### src/rtl/tmw_pkg.sv
// Shared constants and types for the text-mode terminal writer.
// No dependencies; imported by every module of the block.
`default_nettype none

package tmw_pkg;

  localparam int COLUMNS_DEF  = 80;
  localparam int ROWS_DEF     = 25;
  localparam int TAB_STOP_DEF = 8;

  localparam int REQ_W   = 2;
  localparam int CHAR_W  = 8;
  localparam int RROW_W  = 5;
  localparam int RCOL_W  = 7;
  localparam int POS_W   = 11;
  localparam int CELL_W  = 16;
  localparam int COLOR_W = 8;

  localparam logic [COLOR_W-1:0] RESET_COLOR = 8'h07;
  localparam logic [CELL_W-1:0]  RESET_CELL  = 16'h0720;

  localparam logic [CHAR_W-1:0] CH_RETURN  = 8'd13;
  localparam logic [CHAR_W-1:0] CH_NEWLINE = 8'd10;
  localparam logic [CHAR_W-1:0] CH_TAB     = 8'd9;
  localparam logic [CHAR_W-1:0] CH_SPACE   = 8'd32;

  typedef enum logic [REQ_W-1:0] {
    REQ_PUT    = 2'd0,
    REQ_DELETE = 2'd1,
    REQ_READ   = 2'd2
  } req_t;

endpackage

`default_nettype wire

### src/rtl/tmw_ctrl.sv
// Sequencer for the terminal writer: cursor, row rotation, clear and blank sweeps.
// Depends on tmw_pkg; drives the ports of tmw_cell_ram.
`default_nettype none

module tmw_ctrl #(
  parameter int COLUMNS  = tmw_pkg::COLUMNS_DEF,
  parameter int ROWS     = tmw_pkg::ROWS_DEF,
  parameter int TAB_STOP = tmw_pkg::TAB_STOP_DEF,
  localparam int ADDR_W  = $clog2(COLUMNS * ROWS)
) (
  input  wire logic                         clk,
  input  wire logic                         rst_n,
  input  wire logic                         start,
  output logic                              busy,
  input  wire logic [tmw_pkg::REQ_W-1:0]    in_req_type,
  input  wire logic [tmw_pkg::CHAR_W-1:0]   in_char_code,
  input  wire logic [tmw_pkg::RROW_W-1:0]   in_read_row,
  input  wire logic [tmw_pkg::RCOL_W-1:0]   in_read_col,
  input  wire logic                         cfg_we,
  input  wire logic [tmw_pkg::COLOR_W-1:0]  cfg_wdata,
  output logic                              out_valid,
  output logic      [tmw_pkg::POS_W-1:0]    out_cursor_pos,
  output logic      [tmw_pkg::CELL_W-1:0]   out_cell_data,
  output logic                              out_scrolled,
  output logic                              mem_we,
  output logic      [ADDR_W-1:0]            mem_waddr,
  output logic      [tmw_pkg::CELL_W-1:0]   mem_wdata,
  output logic                              mem_re,
  output logic      [ADDR_W-1:0]            mem_raddr,
  input  wire logic [tmw_pkg::CELL_W-1:0]   mem_rdata
);
  import tmw_pkg::*;

  localparam int CELLS  = COLUMNS * ROWS;
  localparam int ROW_W  = $clog2(ROWS);
  localparam int COL_W  = $clog2(COLUMNS);
  localparam int TAB_W  = $clog2(TAB_STOP);
  localparam int TCOL_W = COL_W + TAB_W;
  localparam int LIN_W  = $clog2(CELLS);
  localparam logic [TAB_W-1:0] LAST_MOD = TAB_W'((COLUMNS - 1) % TAB_STOP);
  localparam logic [TAB_W-1:0] TAB_MAX  = TAB_W'(TAB_STOP - 1);
  localparam logic [COL_W-1:0] COL_MAX  = COL_W'(COLUMNS - 1);
  localparam logic [ROW_W-1:0] ROW_MAX  = ROW_W'(ROWS - 1);

  typedef enum logic [4:0] {
    ST_CLEAR = 5'b00001,
    ST_IDLE  = 5'b00010,
    ST_EXEC  = 5'b00100,
    ST_BLANK = 5'b01000,
    ST_RESP  = 5'b10000
  } state_t;

  state_t             state_r, state_nxt;
  logic [COL_W-1:0]   col_r, col_nxt;
  logic [ROW_W-1:0]   row_r, row_nxt;
  logic [TAB_W-1:0]   mod_r, mod_nxt;
  logic [ROW_W-1:0]   base_r, base_nxt;
  logic [ADDR_W-1:0]  clr_r, clr_nxt;
  logic [ADDR_W-1:0]  blank_addr_r, blank_addr_nxt;
  logic [COL_W-1:0]   cnt_r, cnt_nxt;
  logic               scroll_r, scroll_nxt;
  logic               hit_r, hit_nxt;
  logic [COLOR_W-1:0] color_r;

  req_t               req_r;
  logic [CHAR_W-1:0]  ch_r;
  logic [RROW_W-1:0]  rrow_r;
  logic [RCOL_W-1:0]  rcol_r;

  logic               out_valid_r;
  logic [POS_W-1:0]   out_pos_r;
  logic [CELL_W-1:0]  out_cell_r;
  logic               out_scr_r;

  logic               nl;
  logic [TCOL_W-1:0]  tab_col;
  logic [LIN_W-1:0]   lin;

  // logical row to physical row under the scroll rotation
  function automatic logic [ROW_W-1:0] phys_row(input logic [ROW_W-1:0] r,
                                                input logic [ROW_W-1:0] b);
    logic [ROW_W:0] s;
    s = {1'b0, r} + {1'b0, b};
    if (int'(s) >= ROWS) begin
      s = s - (ROW_W + 1)'(ROWS);
    end
    return s[ROW_W-1:0];
  endfunction

  function automatic logic [ADDR_W-1:0] cell_addr(input logic [ROW_W-1:0] r,
                                                  input logic [COL_W-1:0] c);
    return ADDR_W'(int'(r) * COLUMNS + int'(c));
  endfunction

  assign busy           = (state_r != ST_IDLE);
  assign out_valid      = out_valid_r;
  assign out_cursor_pos = out_pos_r;
  assign out_cell_data  = out_cell_r;
  assign out_scrolled   = out_scr_r;
  assign lin            = LIN_W'(int'(row_r) * COLUMNS + int'(col_r));

  always_comb begin
    state_nxt      = state_r;
    col_nxt        = col_r;
    row_nxt        = row_r;
    mod_nxt        = mod_r;
    base_nxt       = base_r;
    clr_nxt        = clr_r;
    blank_addr_nxt = blank_addr_r;
    cnt_nxt        = cnt_r;
    scroll_nxt     = scroll_r;
    hit_nxt        = hit_r;
    mem_we         = 1'b0;
    mem_waddr      = '0;
    mem_wdata      = '0;
    mem_re         = 1'b0;
    mem_raddr      = '0;
    nl             = 1'b0;
    tab_col        = TCOL_W'(col_r) + TCOL_W'(TAB_STOP) - TCOL_W'(mod_r);

    case (state_r)
      ST_CLEAR: begin
        mem_we    = 1'b1;
        mem_waddr = clr_r;
        mem_wdata = RESET_CELL;
        clr_nxt   = clr_r + 1'b1;
        if (clr_r == ADDR_W'(CELLS - 1)) begin
          state_nxt = ST_IDLE;
        end
      end
      ST_IDLE: begin
        if (start) begin
          state_nxt  = ST_EXEC;
          scroll_nxt = 1'b0;
          hit_nxt    = 1'b0;
        end
      end
      ST_EXEC: begin
        state_nxt = ST_RESP;
        case (req_r)
          REQ_PUT: begin
            if (ch_r == CH_RETURN) begin
              col_nxt = '0;
              mod_nxt = '0;
            end else if (ch_r == CH_NEWLINE) begin
              nl = 1'b1;
            end else if (ch_r == CH_TAB) begin
              if (int'(tab_col) >= COLUMNS) begin
                nl = 1'b1;
              end else begin
                col_nxt = tab_col[COL_W-1:0];
                mod_nxt = '0;
              end
            end else begin
              mem_we    = 1'b1;
              mem_waddr = cell_addr(phys_row(row_r, base_r), col_r);
              mem_wdata = {color_r, ch_r};
              if (col_r == COL_MAX) begin
                nl = 1'b1;
              end else begin
                col_nxt = col_r + 1'b1;
                mod_nxt = (mod_r == TAB_MAX) ? '0 : mod_r + 1'b1;
              end
            end
          end
          REQ_DELETE: begin
            if (col_r != '0) begin
              col_nxt   = col_r - 1'b1;
              mod_nxt   = (mod_r == '0) ? TAB_MAX : mod_r - 1'b1;
              mem_we    = 1'b1;
              mem_waddr = cell_addr(phys_row(row_r, base_r), col_r - 1'b1);
              mem_wdata = {color_r, CH_SPACE};
            end else if (row_r != '0) begin
              row_nxt   = row_r - 1'b1;
              col_nxt   = COL_MAX;
              mod_nxt   = LAST_MOD;
              mem_we    = 1'b1;
              mem_waddr = cell_addr(phys_row(row_r - 1'b1, base_r), COL_MAX);
              mem_wdata = {color_r, CH_SPACE};
            end
          end
          REQ_READ: begin
            if (int'(rrow_r) < ROWS && int'(rcol_r) < COLUMNS) begin
              mem_re    = 1'b1;
              mem_raddr = cell_addr(phys_row(ROW_W'(rrow_r), base_r), COL_W'(rcol_r));
              hit_nxt   = 1'b1;
            end
          end
          default: begin
          end
        endcase
        if (nl) begin
          col_nxt = '0;
          mod_nxt = '0;
          if (row_r == ROW_MAX) begin
            // rotate: old top row becomes the bottom row, then blank it
            scroll_nxt     = 1'b1;
            base_nxt       = (base_r == ROW_MAX) ? '0 : base_r + 1'b1;
            blank_addr_nxt = cell_addr(base_r, '0);
            cnt_nxt        = '0;
            state_nxt      = ST_BLANK;
          end else begin
            row_nxt = row_r + 1'b1;
          end
        end
      end
      ST_BLANK: begin
        mem_we         = 1'b1;
        mem_waddr      = blank_addr_r;
        mem_wdata      = {color_r, CH_SPACE};
        blank_addr_nxt = blank_addr_r + 1'b1;
        cnt_nxt        = cnt_r + 1'b1;
        if (cnt_r == COL_MAX) begin
          state_nxt = ST_RESP;
        end
      end
      ST_RESP: begin
        state_nxt = ST_IDLE;
      end
      default: begin
        state_nxt = ST_IDLE;
      end
    endcase
  end

  always_ff @(posedge clk) begin
    if (!rst_n) begin
      state_r     <= ST_CLEAR;
      col_r       <= '0;
      row_r       <= '0;
      mod_r       <= '0;
      base_r      <= '0;
      clr_r       <= '0;
      scroll_r    <= 1'b0;
      hit_r       <= 1'b0;
      color_r     <= RESET_COLOR;
      out_valid_r <= 1'b0;
    end else begin
      state_r     <= state_nxt;
      col_r       <= col_nxt;
      row_r       <= row_nxt;
      mod_r       <= mod_nxt;
      base_r      <= base_nxt;
      clr_r       <= clr_nxt;
      scroll_r    <= scroll_nxt;
      hit_r       <= hit_nxt;
      out_valid_r <= (state_r == ST_RESP);
      if (cfg_we) begin
        color_r <= cfg_wdata;
      end
    end
  end

  always_ff @(posedge clk) begin
    blank_addr_r <= blank_addr_nxt;
    cnt_r        <= cnt_nxt;
    if (state_r == ST_IDLE && start) begin
      req_r  <= req_t'(in_req_type);
      ch_r   <= in_char_code;
      rrow_r <= in_read_row;
      rcol_r <= in_read_col;
    end
    if (state_r == ST_RESP) begin
      out_pos_r  <= POS_W'(lin);
      out_cell_r <= hit_r ? mem_rdata : '0;
      out_scr_r  <= scroll_r;
    end
  end

endmodule

`default_nettype wire

### config.mk
export PLATFORM = sky130hd
export DESIGN_NAME = tmw_ctrl
export DESIGN_NICKNAME = d
export VERILOG_FILES = /design/src/rtl/tmw_pkg.sv /design/src/rtl/tmw_ctrl.sv
export SDC_FILE = /design/constraint.sdc
export NUM_CORES = 1
export LEC_CHECK = 0
export ABC_AREA = 1
export BUFFER_PORTS_ARGS = -buffer_cell sky130_fd_sc_hd__buf_4
export CAP_MARGIN = 20
export CORE_ASPECT_RATIO = 0.8
export CORE_MARGIN = 10
export CORE_UTILIZATION = 59
export DETAILED_ROUTE_END_ITERATION = 6
export PLACE_DENSITY_LB_ADDON = 0.1
export SETUP_SLACK_MARGIN = 0.4
export SYNTH_ARGS = -nofsm -noshare
export SYNTH_HDL_FRONTEND = slang
export SYNTH_SLANG_ARGS = --single-unit
### constraint.sdc
create_clock -name clk -period 5.6 [get_ports clk]
set_input_delay 0.28 -clock clk [delete_from_list [all_inputs] [get_ports clk]]
set_output_delay 0.28 -clock clk [all_outputs]
set_load 0.005 [all_outputs]
==> results.cfg <==
[status]
status = complete, no violations

[timing]
tns_ns = 0
finalHoldViolCount = 0
tightest_slew_ns = 0.839
rsz0062_at_grt = no
hold_slack_ns = 0.0257
clock.fmax_mhz = 199
relSlewSlack_pct = 43.9
fin_skew_ns = 0.00794
fin_ws_ns = 0.580
fin_crit_ns = 5.02
final_max_slew_viol_count = 0
fin_crit_sh_pct = 89.6
finalSetupViolations = 0

[layout]
layout_commonest_cell = nand2_1
final_nets = 1414
mostFrequentLayoutCells = nand2_1 (208), inv_1 (177), buf_4 (132)
final_core_util_pct = 71.7
syn2layout_area_growth_pct = 20.4
finalNonFillerCells = 1462
antenna_cells = 0
drive_above_1_share_pct = 19.3

[global_route]
gr-usage-all-layers_pct = 22.8
grtUsageMet2_pct = 37.1
grt_pass1_vias = 7630
grt_overflow_total = 0
antenna_found_initial = 0
grt_pass1_wl_um = 37600
use_met3_pct = 6.25
grt_max_degree = 29
grtUsageMet1_pct = 29.4
busiest_layer = met2

[clocking]
clkSinkCount = 115
clock_latency_ns = 0.43
cts-root-buf = clkbuf_16
tritoncts = built
clkTransAtPathRegs_ns = 0.06
hold_buffers = 0
cts_max_level = 4
cts_buffer_depth = 2
numCtsBuffers = 17

[hold_path]
hp-start = in_char_code[6]
min_to = ch_r[6]$_DFFE_PP_
hold_path_class = input pin to flop
min_path_cells = 1

[drt]
wl_per_cell_um = 16.1
first_iter_violations = 540
route.antenna.remaining_nets = 0
viasPerCell = 5.54
first_pass_iters = 5
drc = 0
via_count = 8104
totalWireLength_um = 23500

[pwr]
p_clk_share_pct = 41.6
powerDensity_nw_per_um2 = 231
ir_drop_mv = 0.220
leakage_uw = 0.00511
p_comb_share_pct = 18.8
p_seq_share_pct = 39.6
p_int_uw = 1790
power_switching_uw = 683
swShare_pct = 27.7

[critical_path]
r2r_setup_slack_ns = 1.48
crit_fanout = 7
cp_data_arrival_time_ns = 4.74
rr_endpoint = blank_addr_r[3]$_SDFFCE_PP0P_
rr_worst_depth = 20
crit_type = flop to primary output
r2r_start = col_r[0]$_SDFFE_PN0P_
crit_path_end_kind = primary output
critPathLaunchType = flop
crit_required_ns = 5.32

[placement]
place_inst = 1423
portBuffers = 119
pre_cts_slack_ns = 0.612
place_hpwl_um = 17500
place_congestion = 0.938

[floorplan]
die-area_sq_um = 20400
coreArea_sq_um = 14900
io_pins = 120
fp.dieH_um = 130
die_w_um = 157
row_count = 40
initial_core_util_pct = 59.6

[logic_synthesis]
ys_seq_area_share_pct = 33.6
synth_edf_count = 68
syn-cell-area_sq_um = 8890
yosysUniqueCellTypes = 58
synth_top_flop_cell = edfxtp_1
synth_seq_cells = 115
syn-num-nets = 1285
synth.yosys.warnings = 0
synth_area_per_cell_sq_um = 7.86
syn-instance-count = 1131
postSynth.asyncResetShare_pct = 0

[run]
cap_violations = 0
==> worst max path at each step <==
stage	start	to	slack [ns]
global placement	row_r[1]$_SDFFE_PN0P_	mem_waddr[10]	0.78
floorplan	row_r[0]$_SDFFE_PN0P_	mem_waddr[10]	1.13
global route	row_r[1]$_SDFFE_PN0P_	mem_waddr[10]	0.34
CTS	row_r[1]$_SDFFE_PN0P_	mem_waddr[9]	0.41
detailed placement	row_r[1]$_SDFFE_PN0P_	mem_waddr[10]	0.61
finish	row_r[1]$_SDFFE_PN0P_	mem_waddr[9]	0.58
==> metal layers <==
metal  routed length, um  up-vias
li1                    -     4016
met5                   0        -
met3                2140       38
met2               10900      309
met4                 316        0
met1               10200     3741
==> power groups by stage <==
stage	logic (uW)	clock network (uW)	registers, uW
floorplan	260	0	994
global placement	448	0	995
detailed placement	460	0	997
CTS	463	1030	979
global route	519	1080	984
finish	463	1030	979
==> cell families (layout without fill, tap and decap cells) <==
logic type	after synthesis	in the layout	share of synthesized area [%]
fa+ha+maj	104	104	15.7
compound gates	188	188	12.6
flops	115	115	33.6
simple gates	456	456	23.3
xor+xnor	47	47	4.63
mux	4	4	0.450
buf+inv	217	359	9.74
==> cell usage after synthesis (3+ instances only) <==
| cell type | number | area, sq um |
|---|---|---|
| o221ai_1 | 5 | 43.8 |
| nand2_2 | 9 | 56.3 |
| clkbuf_1 | 13 | 48.8 |
| dfxtp_1 | 47 | 941 |
| nor2_2 | 4 | 25.0 |
| inv_2 | 9 | 33.8 |
| clkinv_1 | 3 | 11.3 |
| o22ai_1 | 14 | 87.6 |
| ha_1 | 91 | 1140 |
| nand2_1 | 210 | 788 |
| a31oi_1 | 13 | 81.3 |
| o21a_1 | 3 | 22.5 |
| nor3_1 | 22 | 110 |
| nand3_1 | 71 | 355 |
| nor2_1 | 95 | 357 |
| a21oi_2 | 6 | 52.6 |
| fa_1 | 13 | 260 |
| inv_1 | 181 | 679 |
| buf_2 | 3 | 15.0 |
| or2_2 | 5 | 31.3 |
| xor2_1 | 32 | 280 |
| nor2_4 | 3 | 33.8 |
| buf_6 | 4 | 45.0 |
| o21ai_2 | 9 | 78.8 |
| o21ai_0 | 54 | 270 |
| o21ai_1 | 4 | 20.0 |
| nand3b_1 | 4 | 30.0 |
| o211ai_1 | 10 | 75.1 |
| xnor2_1 | 15 | 131 |
| mux2i_1 | 4 | 40.0 |
| nand4_1 | 10 | 62.6 |
| edfxtp_1 | 68 | 2040 |
| a21oi_1 | 60 | 300 |
| nor4_1 | 6 | 37.5 |
| nor3b_1 | 3 | 22.5 |
| o31ai_1 | 3 | 22.5 |
==> sequential cells by signal (all words and copies together), names as in the netlist <==
name,count
out_cell_data,16
blank_addr_r,11
clr_r,11
out_cursor_pos,11
ch_r,8
color_r,8
cnt_r,7
col_r,7
rcol_r,7
base_r,5
row_r,5
rrow_r,5
state_r,5
mod_r,3
req_r,2
hit_r,1
out_scrolled,1
out_valid,1
scroll_r,1
==> critical path: stages (launching register included) <==
cell and delay [ns]:
dfxtp_4 0.40, inv_4 0.07, ha_4 0.27, inv_1 0.06
fa_2 0.54, inv_2 0.05, ha_1 0.21, nand2_2 0.09
o21ai_2 0.07, o21a_1 0.20, a31oi_1 0.18, xor2_1 0.24
ha_1 0.28, ha_2 0.19, fa_2 0.57, nand3_1 0.10
xnor2_1 0.17, a21oi_1 0.08, o31ai_1 0.08, o21ai_0 0.14
nand2_1 0.09, o211ai_1 0.09, buf_4 0.15
==> final cells by class <==
cell class                      instances  area, sq um
Multi-Input combinational cell        799         5160
Fill cell                            1206         4220
Sequential cell                       115         3000
Timing Repair Buffer                  133         1020
Inverter                              194          736
Clock buffer                           20          437
Tap cell                              189          236
Clock inverter                         12          115
==> stage by stage <==
stage,total power (uW),cell area [sq um]
after floorplan,1250,8890
after detailed placement,1460,9940
final,2470,10700
after global placement,1440,9940
after CTS,2470,10500
after global routing,2580,10700
==> what timing repair did <==
| action | in CTS | in global routing |
|---|---|---|
| pin swaps | 1 | 12 |
| endpoints found under the setup margin | 2 | 3 |
| endpoints found under the hold margin | 0 | 0 |
| gates resized for setup | 9 | 26 |
| buffers inserted | 0 | 6 |
(Power assumes the default switching activity.)
